==> src/design/cfd_pkg.sv <==
// shared types, codes and crc helpers for the crc checked frame deframer
// no dependencies; used by cfd_cfg, cfd_parser and crc_checked_frame_deframer
`timescale 1ns / 1ps
`default_nettype none

package cfd_pkg;

	// width of the length field taken from bytes 1 and 2
	localparam int LENGTH_BITS = 12;
	localparam int POS_W       = 12;
	localparam int CFG_INDEX_W = 3;
	localparam int CFG_DATA_W  = 16;

	// reflected polynomials
	localparam logic [7:0]  CRC8_POLY  = 8'h8C;
	localparam logic [15:0] CRC16_POLY = 16'h8408;

	// register reset values
	localparam logic [7:0]  START_BYTE_RST  = 8'hAA;
	localparam logic [11:0] FRAME_LIMIT_RST = 12'd4095;
	localparam logic [7:0]  HEADER_SEED_RST = 8'h77;
	localparam logic [15:0] BODY_SEED_RST   = 16'h3692;
	localparam logic [3:0]  VERSION_RST     = 4'd2;

	typedef enum logic [2:0] {
		PH_HUNT       = 3'd0,
		PH_LEN_LOW    = 3'd1,
		PH_LEN_HIGH   = 3'd2,
		PH_HDR_CHECK  = 3'd3,
		PH_BODY       = 3'd4,
		PH_SHORT_GOOD = 3'd5,
		PH_SHORT_BAD  = 3'd6
	} phase_t;

	typedef enum logic [2:0] {
		ST_IDLE   = 3'd0,
		ST_GOOD   = 3'd1,
		ST_LENVER = 3'd2,
		ST_HDR    = 3'd3,
		ST_BODY   = 3'd4,
		ST_SHORT  = 3'd5
	} status_t;

	typedef enum logic [CFG_INDEX_W-1:0] {
		REG_START_BYTE       = 3'd0,
		REG_FRAME_LIMIT      = 3'd1,
		REG_HEADER_SEED      = 3'd2,
		REG_BODY_SEED        = 3'd3,
		REG_EXPECTED_VERSION = 3'd4
	} cfg_reg_t;

	typedef struct packed {
		logic [7:0]  start_byte;
		logic [11:0] frame_limit;
		logic [7:0]  header_seed;
		logic [15:0] body_seed;
		logic [3:0]  expected_version;
	} cfg_t;

	typedef struct packed {
		logic [7:0]       byte_value;
		logic             stored;
		logic [POS_W-1:0] position;
		status_t          status;
	} res_t;

	function automatic logic [7:0] crc8_step(input logic [7:0] crc, input logic [7:0] b);
		logic [7:0] c;
		c = crc ^ b;
		for (int i = 0; i < 8; i++) begin
			c = c[0] ? ((c >> 1) ^ CRC8_POLY) : (c >> 1);
		end
		return c;
	endfunction

	function automatic logic [15:0] crc16_step(input logic [15:0] crc, input logic [7:0] b);
		logic [15:0] c;
		c = crc ^ {8'h00, b};
		for (int i = 0; i < 8; i++) begin
			c = c[0] ? ((c >> 1) ^ CRC16_POLY) : (c >> 1);
		end
		return c;
	endfunction

endpackage

`default_nettype wire

==> src/design/crc_checked_frame_deframer.sv <==
// top level of the crc checked frame deframer: input stage, parser and result register
// depends on cfd_pkg, cfd_cfg and cfd_parser
`timescale 1ns / 1ps
`default_nettype none

// byte-serial deframer. every received byte accepted on the input channel yields
// exactly one result transaction: the byte echoed, whether it was stored in the
// current frame, its frame position and a status code (0 busy or idle, 1 good
// frame, 2 bad length or version, 3 header crc error, 4 body crc error, 5 too
// short). a frame is start byte, 12-bit length (byte 1 plus low nibble of byte 2),
// version in the high nibble of byte 2, a reflected crc-8 over bytes 0..2 in
// byte 3, then the body closed by a reflected crc-16 (low byte first). the block
// takes one byte per clock and stays at that rate indefinitely as long as the
// output side keeps taking results; a result is offered once its byte has left
// the input register and the parser result has been caught in the result
// register. the one-byte-per-cycle figure is set by the parser state update,
// where the crc-8 and crc-16 byte steps are both combinational. while a
// result waits in the result register one more byte can still enter the
// input register; after that the input stalls until the result is taken.
// configuration registers are written through cfg_wr_en / cfg_index / cfg_data
// and must only be changed while no transaction is in flight; seeds are sampled
// at the start byte, limit and version at byte 2.
module crc_checked_frame_deframer (
	input  wire logic                               clk,
	input  wire logic                               arst_n,
	// configuration write port
	input  wire logic                               cfg_wr_en,
	input  wire logic [cfd_pkg::CFG_INDEX_W-1:0]    cfg_index,
	input  wire logic [cfd_pkg::CFG_DATA_W-1:0]     cfg_data,
	// received byte channel
	input  wire logic                               in_valid,
	output logic                                    in_ready,
	input  wire logic [7:0]                         rx_byte,
	// result channel
	output logic                                    out_valid,
	input  wire logic                               out_ready,
	output logic [7:0]                              byte_value,
	output logic                                    stored,
	output logic [cfd_pkg::POS_W-1:0]               position,
	output logic [2:0]                              status
);

	cfd_pkg::cfg_t cfg;
	cfd_pkg::res_t res;
	cfd_pkg::res_t res_s2;

	logic       valid_s1;
	logic [7:0] rx_byte_s1;
	logic       valid_s2;
	logic       advance;

	cfd_cfg u_cfg (
		.clk       (clk),
		.arst_n    (arst_n),
		.cfg_wr_en (cfg_wr_en),
		.cfg_index (cfg_index),
		.cfg_data  (cfg_data),
		.cfg       (cfg)
	);

	// a byte moves from the input register into the parser whenever the
	// result register is empty or is being drained in this cycle
	assign advance  = valid_s1 && (!valid_s2 || out_ready);
	assign in_ready = !valid_s1 || advance;

	// input register
	always_ff @(posedge clk or negedge arst_n) begin
		if (!arst_n) begin
			valid_s1 <= 1'b0;
		end else if (in_ready) begin
			valid_s1 <= in_valid;
		end
	end

	always_ff @(posedge clk) begin
		if (in_valid && in_ready) begin
			rx_byte_s1 <= rx_byte;
		end
	end

	cfd_parser u_parser (
		.clk     (clk),
		.arst_n  (arst_n),
		.step    (advance),
		.byte_in (rx_byte_s1),
		.cfg     (cfg),
		.res     (res)
	);

	// result register
	always_ff @(posedge clk or negedge arst_n) begin
		if (!arst_n) begin
			valid_s2 <= 1'b0;
		end else if (advance) begin
			valid_s2 <= 1'b1;
		end else if (out_ready) begin
			valid_s2 <= 1'b0;
		end
	end

	always_ff @(posedge clk) begin
		if (advance) begin
			res_s2 <= res;
		end
	end

	assign out_valid  = valid_s2;
	assign byte_value = res_s2.byte_value;
	assign stored     = res_s2.stored;
	assign position   = res_s2.position;
	assign status     = res_s2.status;

`ifndef SYNTHESIS
	// unstored bytes never carry a frame position
	a_unstored_pos_zero: assert property (@(posedge clk) disable iff (!arst_n)
		out_valid && !stored |-> position == '0)
		else $error("unstored byte with nonzero position");

	// a rejected length or version byte is never taken into the frame
	a_lenver_not_stored: assert property (@(posedge clk) disable iff (!arst_n)
		out_valid && status == cfd_pkg::ST_LENVER |-> !stored)
		else $error("length or version reject marked as stored");

	// every parser step lands in the result register
	a_step_fills_s2: assert property (@(posedge clk) disable iff (!arst_n)
		advance |=> valid_s2)
		else $error("parser step lost");

	// an empty input register always takes a transaction
	a_empty_s1_ready: assert property (@(posedge clk) disable iff (!arst_n)
		!valid_s1 |-> in_ready)
		else $error("input stage empty but not ready");

	// a byte held in the input register stays put while the result side stalls
	a_s1_holds: assert property (@(posedge clk) disable iff (!arst_n)
		valid_s1 && valid_s2 && !out_ready |=> valid_s1 && $stable(rx_byte_s1))
		else $error("input stage changed during stall");
`endif

endmodule

`default_nettype wire

==> src/design/cfd_cfg.sv <==
// configuration register file of the deframer
// depends on cfd_pkg for register indexes, reset values and cfg_t
`timescale 1ns / 1ps
`default_nettype none

module cfd_cfg (
	input  wire logic                               clk,
	input  wire logic                               arst_n,
	input  wire logic                               cfg_wr_en,
	input  wire logic [cfd_pkg::CFG_INDEX_W-1:0]    cfg_index,
	input  wire logic [cfd_pkg::CFG_DATA_W-1:0]     cfg_data,
	output cfd_pkg::cfg_t                           cfg
);

	cfd_pkg::cfg_t cfg_q;

	always_ff @(posedge clk or negedge arst_n) begin
		if (!arst_n) begin
			cfg_q.start_byte       <= cfd_pkg::START_BYTE_RST;
			cfg_q.frame_limit      <= cfd_pkg::FRAME_LIMIT_RST;
			cfg_q.header_seed      <= cfd_pkg::HEADER_SEED_RST;
			cfg_q.body_seed        <= cfd_pkg::BODY_SEED_RST;
			cfg_q.expected_version <= cfd_pkg::VERSION_RST;
		end else if (cfg_wr_en) begin
			case (cfd_pkg::cfg_reg_t'(cfg_index))
				cfd_pkg::REG_START_BYTE:       cfg_q.start_byte       <= cfg_data[7:0];
				cfd_pkg::REG_FRAME_LIMIT:      cfg_q.frame_limit      <= cfg_data[11:0];
				cfd_pkg::REG_HEADER_SEED:      cfg_q.header_seed      <= cfg_data[7:0];
				cfd_pkg::REG_BODY_SEED:        cfg_q.body_seed        <= cfg_data[15:0];
				cfd_pkg::REG_EXPECTED_VERSION: cfg_q.expected_version <= cfg_data[3:0];
				default: begin
					// indexes past the list are dropped
				end
			endcase
		end
	end

	assign cfg = cfg_q;

endmodule

`default_nettype wire

==> src/design/cfd_parser.sv <==
// frame parse state and per-byte decision logic with crc-8 / crc-16 updates
// depends on cfd_pkg for phase and status codes, cfg_t, res_t and crc functions
`timescale 1ns / 1ps
`default_nettype none

module cfd_parser (
	input  wire logic          clk,
	input  wire logic          arst_n,
	input  wire logic          step,
	input  wire logic [7:0]    byte_in,
	input  wire cfd_pkg::cfg_t cfg,
	output cfd_pkg::res_t      res
);

	localparam int PW = cfd_pkg::POS_W;
	localparam int LB = cfd_pkg::LENGTH_BITS;

	cfd_pkg::phase_t phase_q, phase_d;
	logic [PW-1:0]   count_q, count_d;
	logic [PW-1:0]   flen_q, flen_d;
	logic [7:0]      hcrc_q, hcrc_d;
	logic [15:0]     bcrc_q, bcrc_d;
	logic [7:0]      held_q, held_d;

	// length (byte 1 plus low nibble of byte 2) and version (high nibble of byte 2)
	logic [15:0]   len_raw;
	logic [LB-1:0] len_new;
	logic [15:0]   len_cmp;
	logic [PW-1:0] len_trunc;
	logic          lenver_bad;

	// body check shared by byte 2, byte 3 and the body bytes
	logic [PW-1:0] take_p;
	logic [PW-1:0] take_len;
	logic [PW:0]   take_p_ext;
	logic [PW:0]   take_len_ext;
	logic          take_mid;
	logic          take_held;
	logic          take_last;
	logic          take_ok;
	logic [15:0]   take_bcrc;
	logic [7:0]    take_held_val;

	assign len_raw    = {byte_in, flen_q[7:0]};
	assign len_new    = len_raw[LB-1:0];
	assign len_cmp    = 16'(len_new);
	assign len_trunc  = PW'(len_new);
	assign lenver_bad = (len_cmp > {4'h0, cfg.frame_limit})
		|| (byte_in[7:4] != cfg.expected_version);

	always_comb begin
		case (phase_q)
			cfd_pkg::PH_LEN_HIGH: begin
				take_p   = PW'(2);
				take_len = len_trunc;
			end
			cfd_pkg::PH_HDR_CHECK: begin
				take_p   = PW'(3);
				take_len = flen_q;
			end
			default: begin
				take_p   = count_q;
				take_len = flen_q;
			end
		endcase
	end

	assign take_p_ext    = {1'b0, take_p};
	assign take_len_ext  = {1'b0, take_len};
	assign take_mid      = (take_p_ext + (PW+1)'(2)) < take_len_ext;
	assign take_held     = (take_p_ext + (PW+1)'(2)) == take_len_ext;
	assign take_last     = (take_p_ext + (PW+1)'(1)) == take_len_ext;
	assign take_ok       = (bcrc_q[7:0] == held_q) && (bcrc_q[15:8] == byte_in);
	assign take_bcrc     = take_mid ? cfd_pkg::crc16_step(bcrc_q, byte_in) : bcrc_q;
	assign take_held_val = take_held ? byte_in : held_q;

	always_comb begin
		phase_d = phase_q;
		count_d = count_q;
		flen_d  = flen_q;
		hcrc_d  = hcrc_q;
		bcrc_d  = bcrc_q;
		held_d  = held_q;

		res.byte_value = byte_in;
		res.stored     = 1'b0;
		res.position   = '0;
		res.status     = cfd_pkg::ST_IDLE;

		case (phase_q)
			cfd_pkg::PH_HUNT: begin
				if (byte_in == cfg.start_byte) begin
					res.stored = 1'b1;
					count_d    = PW'(1);
					hcrc_d     = cfd_pkg::crc8_step(cfg.header_seed, byte_in);
					bcrc_d     = cfd_pkg::crc16_step(cfg.body_seed, byte_in);
					phase_d    = cfd_pkg::PH_LEN_LOW;
				end
			end
			cfd_pkg::PH_LEN_LOW: begin
				res.stored   = 1'b1;
				res.position = PW'(1);
				count_d      = PW'(2);
				flen_d       = PW'(byte_in);
				hcrc_d       = cfd_pkg::crc8_step(hcrc_q, byte_in);
				bcrc_d       = cfd_pkg::crc16_step(bcrc_q, byte_in);
				phase_d      = cfd_pkg::PH_LEN_HIGH;
			end
			cfd_pkg::PH_LEN_HIGH: begin
				if (lenver_bad) begin
					res.status = cfd_pkg::ST_LENVER;
					phase_d    = cfd_pkg::PH_HUNT;
				end else begin
					res.stored   = 1'b1;
					res.position = PW'(2);
					count_d      = PW'(3);
					flen_d       = len_trunc;
					hcrc_d       = cfd_pkg::crc8_step(hcrc_q, byte_in);
					// a verdict on byte 2 (length three) is dropped here
					bcrc_d       = take_bcrc;
					held_d       = take_held_val;
					phase_d      = cfd_pkg::PH_HDR_CHECK;
				end
			end
			cfd_pkg::PH_HDR_CHECK: begin
				res.stored   = 1'b1;
				res.position = PW'(3);
				count_d      = PW'(4);
				if (hcrc_q != byte_in) begin
					res.status = cfd_pkg::ST_HDR;
					phase_d    = cfd_pkg::PH_HUNT;
				end else begin
					bcrc_d = take_bcrc;
					held_d = take_held_val;
					if (take_last) begin
						phase_d = take_ok ? cfd_pkg::PH_SHORT_GOOD : cfd_pkg::PH_SHORT_BAD;
					end else begin
						phase_d = cfd_pkg::PH_BODY;
					end
				end
			end
			cfd_pkg::PH_BODY: begin
				if (count_q < flen_q) begin
					res.stored   = 1'b1;
					res.position = count_q;
					count_d      = count_q + PW'(1);
					bcrc_d       = take_bcrc;
					held_d       = take_held_val;
					if (take_last) begin
						res.status = take_ok ? cfd_pkg::ST_GOOD : cfd_pkg::ST_BODY;
						phase_d    = cfd_pkg::PH_HUNT;
					end
				end else begin
					res.status = cfd_pkg::ST_SHORT;
					phase_d    = cfd_pkg::PH_HUNT;
				end
			end
			cfd_pkg::PH_SHORT_GOOD: begin
				res.status = cfd_pkg::ST_GOOD;
				phase_d    = cfd_pkg::PH_HUNT;
			end
			cfd_pkg::PH_SHORT_BAD: begin
				res.status = cfd_pkg::ST_BODY;
				phase_d    = cfd_pkg::PH_HUNT;
			end
			default: begin
				phase_d = cfd_pkg::PH_HUNT;
			end
		endcase
	end

	always_ff @(posedge clk or negedge arst_n) begin
		if (!arst_n) begin
			phase_q <= cfd_pkg::PH_HUNT;
			count_q <= '0;
			flen_q  <= '0;
			hcrc_q  <= '0;
			bcrc_q  <= '0;
			held_q  <= '0;
		end else if (step) begin
			phase_q <= phase_d;
			count_q <= count_d;
			flen_q  <= flen_d;
			hcrc_q  <= hcrc_d;
			bcrc_q  <= bcrc_d;
			held_q  <= held_d;
		end
	end

endmodule

`default_nettype wire
==> config.mk <==
export PLATFORM = sky130hd
export DESIGN_NAME = crc_checked_frame_deframer
export DESIGN_NICKNAME = d
export VERILOG_FILES = /design/src/design/cfd_pkg.sv /design/src/design/crc_checked_frame_deframer.sv /design/src/design/cfd_cfg.sv /design/src/design/cfd_parser.sv
export SDC_FILE = /design/constraint.sdc
export NUM_CORES = 1
export LEC_CHECK = 0
export BUFFER_PORTS_ARGS = -buffer_cell sky130_fd_sc_hd__buf_4
export CAP_MARGIN = 20
export CORE_AREA = 2 2 126 128
export CTS_CLUSTER_DIAMETER = 200
export DETAILED_ROUTE_END_ITERATION = 12
export DIE_AREA = 0 0 128 130
export PLACE_DENSITY = 0.78
export SLEW_MARGIN = 20
export SYNTH_ARGS = -nofsm -noshare
export SYNTH_HDL_FRONTEND = slang
export SYNTH_HIERARCHICAL = 1
export SYNTH_SLANG_ARGS = --single-unit
==> constraint.sdc <==
create_clock -name clk -period 4.96 [get_ports clk]
set_input_delay 0.248 -clock clk [delete_from_list [all_inputs] [get_ports clk]]
set_output_delay 0.248 -clock clk [all_outputs]
set_load 0.02 [all_outputs]
==> reports/results.tsv, run 1 <==
metric	value	unit
cts_sinks	141	
path_buf_inv	2	
worstPathMaxFanout	22	
min_period	3.91	ns
avgRoutedWirePerCell	20.2	um
cts_setup_buffers	0	
rows	46	
worstPathCellList	nor2b_1 > nor2_1 > inv_1 > ha_1 > nand4_1 > xor2_1 > nor2_1 > ha_1 > nand2_1 > nor2_1 > a2111o_1 > o221ai_1 > a21oi_1 > nor3b_4 > buf_4 > mux2_1	
power_density	488	nW/um2
h-tree-depth	4	
finalCritPeriodShare	78.8	%
max_stage_delay	0.74	ns
rsz0062_at_grt	no	
dp_hpwl	15100	um
finalClockSkew	0.0116	ns
critPathTopFamily	simple AND/OR/NAND/NOR gates	
reg2reg_depth	16	
async_flop_share	77.3	%
crit_top_cell	nor2_1	
min-delay-path-class	in -> reg	
max_cap_viol_count	0	
max_slew.worst_pin.slew	1.03	ns
busiest_layer	met2	
finalSetupViolations	0	
grt.met3_usage	5.00	%
design.core.area	15400	um2
layout-area-overhead-vs-synth	13.0	%
postRouteAntennaNets	0	
fp.dieW	128	um
synth_seq_area_share	41.4	%
antenna_found_initial	0	
final_hold_viol_count	0	
status	finished clean	
use_met1	36.8	%
fin_total_pwr	4.96	mW
ios	58	
ir_drop	0.290	mV
grt_util_all_layers	27.4	%
drt-initial-drc-count	661	
num-nets-final	957	
clkTransAtPathRegs	0.06	ns
max_freq	256	MHz
diodes	0	
drc	0	
crit_cells	16	
cts_tree	built	
syn_inst	844	
drive_gt1_share	25.2	%
grt_overflow	0	
critPathArrivalTime	4.21	ns
slew_violations	0	
cts_buffer_depth	2	
ys_warn_count	6	
crit_required	5.26	ns
io_buffers	57	
firstDrtPassIters	5	
die_area	16600	um2
cp-start-kind	flip-flop	
dieHeight	130	um
avgSynthCellArea	10.7	um2
grt_first_pass_wirelength	34900	um
yosys_most_used_dff	dfrtp_1	
grt_pass1_vias	6383	
viasPerCell	6.04	
synth_edf_count	32	
cp-end-kind	flip-flop	
synth_nets	913	
worst_path_max_delay_cell	dfrtp_1	
leakage	4.37	nW
cts_buffers	17	
maxSlewHeadroom	31.0	%
ys_seq_elements	141	
vias	6605	
hold-path-cell-count	2	
cts_root_buf	clkbuf_16	
start_util	58.4	%
synth.distinct_cells	79	
syn_area	9010	um2
grt_use_met2	44.5	%
clk_latency	0.43	ns
path_class	reg -> reg	
setup_tns	0	ns
wl	22100	um
grt_max_degree	58	
gp_congestion	0.933	
==> layer usage <==
layer  vias up  wire length (um)
met5         -                 0
li1       3076                 -
met1      3234              9520
met2       253             10600
met4         0               626
met3        42              1270
==> worst paths after layout <==
path / from / end / slack, ns
worst max-delay path: u_parser/phase_q[1] / u_parser/bcrc_q[11] / 1.05
worst min-delay path: cfg_data[14] / u_cfg/cfg[18] / 0.05
worst max register to register: u_parser/phase_q[1] / u_parser/bcrc_q[11] / 1.05
worst min register to register: u_cfg/cfg[15] / u_cfg/cfg[15] / 0.53
max in group asynchronous: arst_n / u_parser/count_q[9] / 3.36
min in group asynchronous: arst_n / u_cfg/cfg[3] / 0.43
==> area by class of cell <==
class	instances	area, um2
clock buffers	17	425
inverters	33	124
clock inverters	15	171
repair buffers	81	633
fillers	1212	5250
well taps	192	240
flip-flops and latches	141	3730
multi-input cells	614	4850
==> registers in the layout, indices dropped and copies added, names as in the netlist <==
| name | flops |
|---|---|
| rx_byte_s1 | 8 |
| position | 12 |
| stored | 1 |
| u_parser/count_q | 12 |
| u_cfg/cfg | 48 |
| out_valid | 1 |
| byte_value | 8 |
| u_parser/hcrc_q | 8 |
| u_parser/flen_q | 12 |
| u_parser/bcrc_q | 16 |
| status | 3 |
| u_parser/held_q | 8 |
| u_parser/phase_q | 3 |
| valid_s1 | 1 |
==> worst reg2reg max path: cells and delay by family (launching register included) <==
family / cells / cell delay, ns
XOR/XNOR: 1 / 0.18
buffers and inverters: 2 / 0.38
adder cells (fa/ha/maj): 2 / 0.60
AND/OR/NAND/NOR: 7 / 0.87
AO/OA/AOI/OAI: 3 / 0.65
flip-flops: 1 / 0.74
multiplexers: 1 / 0.37
==> layout by cell type (no fill, tap or decap), types with 30 or more instances in the layout <==
master    instances
a21oi_1          46
buf_4            71
dfrtp_1          79
dfstp_2          30
edfxtp_1         32
ha_1             37
inv_1            33
mux2_2           67
nand2_1          54
nor2_1           34
o21ai_0          31
xnor2_1          92
xor2_1           49
==> logic make-up after synthesis <==
logic type / count (synthesis) / share of synthesized area, %
adders and majority gates: 37 / 5.14
and+or+nand+nor: 202 / 12.6
xor gates and xnor gates: 145 / 14.5
muxes: 95 / 12.1
buffers and inverters: 89 / 4.82
AOI/OAI and AO/OA: 135 / 9.54
DFF: 141 / 41.4
==> per-stage QoR <==
stage          area, um2  util [%]  hold WS [ns]  worst slack (ns)  cells
6_report           10200      66.0        0.0503              1.05   1093
5_1_grt            10200      66.0        0.0405             0.803   1093
4_1_cts            10200      66.0        0.0329              1.11   1093
3_5_place_dp        9480      61.4         0.354              1.13   1051
3_3_place_gp        9480      61.4         0.352              1.23   1051
2_1_floorplan       9010         -       -0.0476              1.08    844
==> what timing repair did <==
item	CTS	global route
resized for setup	0	0
hold endpoints to repair	54	0
hold buffers	10	0
==> Yosys cell counts, types with 4 or more instances <==
cell,count,area (um2)
xnor2_1,93,815
dfrtp_1,79,1980
mux2_2,67,754
nand2_1,54,203
xor2_1,49,429
a21oi_1,46,230
ha_1,37,463
nor2_1,34,128
inv_1,33,124
edfxtp_1,32,961
o21ai_0,31,155
dfstp_2,30,788
clkbuf_1,26,97.6
and2_1,17,106
nand3_1,17,85.1
nand4_1,16,100
buf_2,14,70.1
buf_4,10,75.1
mux2_1,10,113
mux2i_1,10,100
nand2b_1,9,56.3
or3_1,9,56.3
mux2_4,8,120
nor4_1,7,43.8
buf_6,6,67.6
o211ai_1,6,45.0
a211oi_1,5,37.5
a31oi_1,5,31.3
and3_1,5,31.3
o31ai_1,5,37.5
or4_1,5,37.5
nor3_1,4,20.0
nor3b_1,4,30.0
==> power breakdown <==
part	switching (mW)	internal (mW)
clock	0.572	0.720
combinational	0.907	0.979
sequential	0.309	1.47
No activity file was read; power rests on OpenSTA's default activity.
==> run 2: changes to the inputs <==
==> constraint.sdc (replaced) <==
create_clock -name clk -period 3.7 [get_ports clk]
set_input_delay 0.185 -clock clk [delete_from_list [all_inputs] [get_ports clk]]
set_output_delay 0.185 -clock clk [all_outputs]
set_load 0.02 [all_outputs]
==> run 2 against run 1 <==
Net effect: via count up 0.97%; first-iteration DRC count up 11%; setup slack worse by 0.72 ns; fmax up 16%; sequential share of layout area down 0.67 points; cell area up 1.9%; core utilization up 1.2 points.
==> reports/results.tsv, run 2 (same netlist as run 1, synthesis figures left out) <==
metric	value	unit	change
status	finished clean		
grt_pass1_vias	6580		+3.1%
critPathTopFamily	simple AND/OR/NAND/NOR gates		
pwr-share-clk	26.3	%	+0.3 points
max_slew.worst_pin.slew	0.787	ns	-0.244 ns
final_cell_mix	92 x xnor2_1, 85 x buf_4, 79 x dfrtp_1		
grt_use_met2	45.7	%	+1.2 points
rows	46		unchanged
cts_buffers	17		unchanged
worst_path_max_delay_cell	dfrtp_1		
place_area	9600	um2	+1.3%
slew_violations	0		unchanged
worstPathMaxFanout	11		-50%
cts_tree	built		
p_switching	2.38	mW	+33%
cts_buffer_depth	2		unchanged
max_cap_viol_count	0		unchanged
worst_slack	0.332	ns	-0.721 ns
crit_top_cell	nand2_1		
whs	0.0142	ns	-0.0361 ns
use_met1	37.3	%	+0.42 points
grt_overflow	0		unchanged
fp.dieW	128	um	unchanged
layout-area-overhead-vs-synth	15.1	%	
start_util	58.4	%	unchanged
design.core.area	15400	um2	unchanged
drive_gt1_share	26.2	%	+0.97 points
p_int	4.41	mW	+39%
drc	0		unchanged
final_area	10400	um2	+1.9%
power_density	655	nW/um2	+34%
gp_congestion	0.941		+0.92%
min_period	3.37	ns	-0.539 ns
grt_first_pass_wirelength	36100	um	+3.5%
grt_max_degree	49		-16%
finalSetupViolations	0		unchanged
p_comb_share	39.3	%	+1.3 points
busiest_layer	met2		
vias	6669		+0.97%
setup_tns	0	ns	unchanged
p_sw_share	35.1	%	-0.97 points
maxSlewHeadroom	47.4	%	+16 points
fillers	1131		-6.7%
clkTransAtPathRegs	0.06	ns	about the same
cp-end-kind	flip-flop		
pwr-share-seq	34.4	%	-1.6 points
crit_required	4.00	ns	-1.26 ns
cp-start-kind	flip-flop		
clk_latency	0.42	ns	about the same
post-place-ws	0.389	ns	-0.738 ns
viasPerCell	5.99		-0.85%
avgRoutedWirePerCell	20.2	um	+0.35%
min-delay-path-class	in -> reg		
h-tree-depth	4		unchanged
die_area	16600	um2	unchanged
postRouteAntennaNets	0		unchanged
antenna_found_initial	0		unchanged
worstPathCellList	and2_1 > nand3_1 > nor2_1 > nand2_1 > o21ai_0 > a21oi_1 > ha_1 > nand4_1 > nor4_1 > nand2_1 > or4_4 > mux2_4		
io_buffers	57		unchanged
cts_root_buf	clkbuf_16		
max_stage_delay	0.56	ns	-0.18 ns
final_hold_viol_count	0		unchanged
finalCritPeriodShare	91.0	%	+12 points
mostFrequentLayoutCell	xnor2_1		
dp_hpwl	15800	um	+4.4%
dieHeight	130	um	unchanged
leakage	4.45	nW	+2.0%
critPathArrivalTime	3.66	ns	-0.55 ns
fin_total_pwr	6.79	mW	+37%
grt.met3_usage	6.77	%	+1.8 points
wl	22500	um	+2.2%
path_buf_inv	0		-2
drt-initial-drc-count	735		+11%
finalClockSkew	0.0101	ns	-0.00143 ns
grt_util_all_layers	28.5	%	+1.1 points
max_freq	297	MHz	+16%
path_class	reg -> reg		
cts_hold_buf	14		+4
cts_sinks	141		unchanged
ios	58		unchanged
firstDrtPassIters	5		unchanged
diodes	0		unchanged
cts.repair.resized	0		unchanged
largest_reg_flops	48		unchanged
num-nets-final	977		+2.1%
rsz0062_at_grt	no		
cts_setup_buffers	0		unchanged
ir_drop	0.395	mV	+36%
run 2: cell count changes in the layout (fill, tap and decap cells not counted), sizes merged:
cell / previous run / this run
buf: 71 / 86
bufinv: 1 / 3
clkbuf: 17 / 18
clkinv: 4 / 1
clkinvlp: 0 / 5
dlygate4sd3: 10 / 15
inv: 43 / 38
run 2: final timing paths:
| check | startpoint | endpoint | slack, ns | cells after the start |
|---|---|---|---|---|
| max | u_parser/count_q[6] | u_parser/held_q[7] | 0.33 | 12 |
| min | cfg_data[8] | u_cfg/cfg[12] | 0.01 | 2 |
| max reg2reg | u_parser/count_q[6] | u_parser/held_q[7] | 0.33 | 12 |
| min reg2reg | u_cfg/cfg[9] | u_cfg/cfg[9] | 0.53 | 1 |
| max in group asynchronous | arst_n | u_cfg/cfg[16] | 2.46 | 3 |
| min in group asynchronous | arst_n | u_cfg/cfg[0] | 0.34 | 2 |
run 2: metrics by stage:
step           instances  util [%]
2_1_floorplan        844         -
3_3_place_gp        1066      62.3
3_5_place_dp        1066      62.3
4_1_cts             1112      67.1
5_1_grt             1113      67.2
6_report            1113      67.2
run 2: area by class of cell:
class	count	area [um2]	share of cell area, %
Clock buffer	18	429	4.14
Clock inverter	14	183	1.76
Inverter	33	124	1.20
Multi-Input combinational cell	614	4850	46.8
Sequential cell	141	3730	35.9
Tap cell	192	240	2.32
Timing Repair Buffer	101	808	7.80
run 2: per-layer routing:
metal / up-vias / routed length [um]
li1: 3115 / -
met4: 0 / 815
met5: - / 0
met1: 3231 / 9790
met2: 268 / 10500
met3: 55 / 1420
run 2: worst reg2reg max path: cells and delay by family, from the launching register on:
kind / cells / cell delay, ns
AO/OA/AOI/OAI: 2 / 0.27
adder cells (fa/ha/maj): 1 / 0.31
multiplexers: 1 / 0.34
flip-flops: 1 / 0.56
AND/OR/NAND/NOR: 8 / 1.77
run 2: power groups by stage:
| stage | sequential (mW) | combinational (mW) | clock [mW] |
|---|---|---|---|
| floorplan | 2.24 | 2.11 | 0 |
| global placement | 2.34 | 2.54 | 0 |
| detailed placement | 2.35 | 2.60 | 0 |
| CTS | 2.33 | 2.65 | 1.81 |
| global route | 2.37 | 2.93 | 1.88 |
| finish | 2.33 | 2.67 | 1.79 |
==> run 3: changes to the inputs <==
--- a/config.mk
+++ b/config.mk
@@ -7,11 +7,10 @@
 export LEC_CHECK = 0
 export BUFFER_PORTS_ARGS = -buffer_cell sky130_fd_sc_hd__buf_4
 export CAP_MARGIN = 20
-export CORE_AREA = 2 2 126 128
+export CORE_AREA = 2 2 177 179
 export CTS_CLUSTER_DIAMETER = 200
 export DETAILED_ROUTE_END_ITERATION = 12
-export DIE_AREA = 0 0 128 130
-export PLACE_DENSITY = 0.78
+export DIE_AREA = 0 0 179 181
 export SLEW_MARGIN = 20
 export SYNTH_ARGS = -nofsm -noshare
 export SYNTH_HDL_FRONTEND = slang
==> run 3 against run 2 <==
Net effect: global-route usage fell by 13 points; critical path type unchanged; clock-buffer cell count rose by 4; cell area rose by 2.2%; critical endpoint is now u_parser/bcrc_q[1]; clock power fell by 11%.
==> reports/results.tsv, run 3 (same netlist as run 1, synthesis figures left out) <==
metric	value	unit	change
status	finished clean		
gp_congestion	0.910		-3.3%
p_comb_share	40.4	%	+1.1 points
min-delay-path-class	in -> reg		
finalSetupViolations	0		unchanged
dieHeight	181	um	+39%
worstPathCellList	nor2b_1 > nor2_1 > inv_1 > ha_1 > nand4_1 > xor2_1 > nor2_1 > ha_1 > nand2_1 > nor2_1 > a2111o_1 > o221ai_1 > a21oi_1 > nor3b_4 > buf_4 > mux2_2		
worstPathMaxFanout	16		+5
cts_root_buf	clkbuf_16		
cts_buffers	17		unchanged
dp_hpwl	17100	um	+8.4%
hold_start	cfg_data[9]		
p_sw_share	35.6	%	+0.51 points
final_cell_mix	92 x xnor2_1, 88 x buf_4, 79 x dfrtp_1		
cts_setup_buffers	0		unchanged
crit_top_cell	nor2_1		
whs	0.0223	ns	+0.00815 ns
leakage	4.46	nW	+0.23%
rows	64		+39%
crit_end	u_parser/bcrc_q[1]		
ir_drop	0.338	mV	-15%
crit_required	4.01	ns	about the same
worstSetupStartpoint	u_parser/phase_q[1]		
final_area	10600	um2	+2.2%
pwr-share-seq	35.2	%	+0.8 points
layout.cells.non_filler	1322		+19%
grt_pass1_vias	6492		-1.3%
place_area	9880	um2	+2.9%
fp.dieW	179	um	+40%
finalClockSkew	0.00921	ns	-0.000938 ns
path_class	reg -> reg		
min_period	3.48	ns	+0.107 ns
cp-start-kind	flip-flop		
design.core.area	30300	um2	+97%
drive_gt1_share	26.0	%	-0.14 points
reg2reg_depth	16		+4
io_buffers	57		unchanged
avgRoutedWirePerCell	18.0	um	-11%
firstDrtPassIters	5		unchanged
num-nets-final	982		+0.51%
antenna_found_initial	0		unchanged
setup_tns	0	ns	unchanged
maxSlewHeadroom	40.9	%	-6.5 points
post-place-ws	0.255	ns	-0.133 ns
seqCellArea	3730	um2	unchanged
grt_overflow	0		unchanged
grt_max_degree	59		+20%
max_cap_viol_count	0		unchanged
pwr-share-clk	24.4	%	-1.9 points
cp-end-kind	flip-flop		
grt_util_all_layers	15.1	%	-13 points
finalCritPeriodShare	93.9	%	+2.9 points
h-tree-depth	4		unchanged
layout-area-overhead-vs-synth	17.6	%	
cts_sinks	141		unchanged
max_slew.worst_pin.slew	0.879	ns	+0.0921 ns
fillers	3002		+170%
worst_path_max_delay_cell	dfrtp_1		
reg2reg_to	u_parser/bcrc_q[1]		
max_stage_delay	0.42	ns	-0.14 ns
reg2reg_from	u_parser/phase_q[1]		
max_freq	288	MHz	-3.1%
power_density	621	nW/um2	-5.1%
p_int	4.24	mW	-3.8%
drt-initial-drc-count	494		-33%
viasPerCell	4.99		-17%
cts_buffer_depth	2		unchanged
rsz0062_at_grt	no		
vias	6597		-1.1%
cts_tree	built		
critPathArrivalTime	3.78	ns	+0.12 ns
reg2reg_slack	0.22	ns	-0.11 ns
final_hold_viol_count	0		unchanged
p_switching	2.34	mW	-1.6%
fin_total_pwr	6.58	mW	-3.0%
multi_input_area	4850	um2	unchanged
grt_first_pass_wirelength	37400	um	+3.6%
clkTransAtPathRegs	0.06	ns	about the same
ios	58		unchanged
mostFrequentLayoutCell	xnor2_1		
diodes	0		unchanged
slew_violations	0		unchanged
wl	23800	um	+5.4%
die_area	32400	um2	+95%
dp.cells	1273		+19%
drc	0		unchanged
clk_latency	0.43	ns	about the same
worst_slack	0.225	ns	-0.107 ns
largest_reg_flops	48		unchanged
postRouteAntennaNets	0		unchanged
start_util	29.7	%	-29 points
final_core_util	34.9	%	-32 points
==> run 3: cell types whose count changed in the layout (fill, tap and decap cells not counted) <==
cell | before | now
dlygate4sd3_1 | 15 | 17
clkinv_4 | 1 | 2
clkbuf_16 | 17 | 18
clkbuf_1 | 1 | 4
inv_6 | 4 | 5
buf_4 | 85 | 88
clkinvlp_4 | 5 | 1
clkinv_2 | 0 | 2
bufinv_16 | 3 | 0
inv_8 | 1 | 0
==> run 3: repair_timing <==
item                                   CTS  global route
resized for setup                        0             0
endpoints found under the hold margin   66             0
hold buffers                            17             0
==> run 3: worst min path at each step <==
stage	endpoint	slack (ns)	depth (start not counted)
2_1_floorplan	out_valid	-0.11	0
3_3_place_gp	u_cfg/cfg[9]	0.29	1
3_5_place_dp	u_cfg/cfg[9]	0.29	1
4_1_cts	u_cfg/cfg[13]	0.006	2
5_1_grt	u_cfg/cfg[13]	0.009	2
6_report	u_cfg/cfg[13]	0.02	2
==> run 3: power groups by stage <==
stage               combinational (mW)  sequential (mW)  clock [mW]
global placement                  2.57             2.34           0
detailed placement                2.59             2.34           0
global route                      2.91             2.37        1.72
floorplan                         2.11             2.24           0
finish                            2.66             2.32        1.60
CTS                               2.65             2.32        1.64
==> run 3: metal layers <==
layer | wire length (um) | share of wire, % | track usage, %
met1 | 11000 | 46 | 20.4
met2 | 11200 | 47 | 24.6
met3 | 1180 | 5.0 | 2.57
met4 | 418 | 1.8 | 4.78
met5 | 0 | 0 | 0
==> run 3: area by class of cell <==
cell class,instances,share of cell area [%]
timing repair buffer,106,8.03
clock inverter,10,0.744
tap,396,4.68
inverter,33,1.17
multi-input combinational,614,45.8
clock buffer,22,4.39
sequential,141,35.2
==> run 3: worst max-delay path, delay by kind of cell, from the launching register on <==
family | cells | cell delay [ns]
compound gates | 3 | 0.69
xor+xnor | 1 | 0.16
fa+ha+maj | 2 | 0.57
buf+inv | 2 | 0.33
flops | 1 | 0.42
mux | 1 | 0.37
simple gates | 7 | 0.79
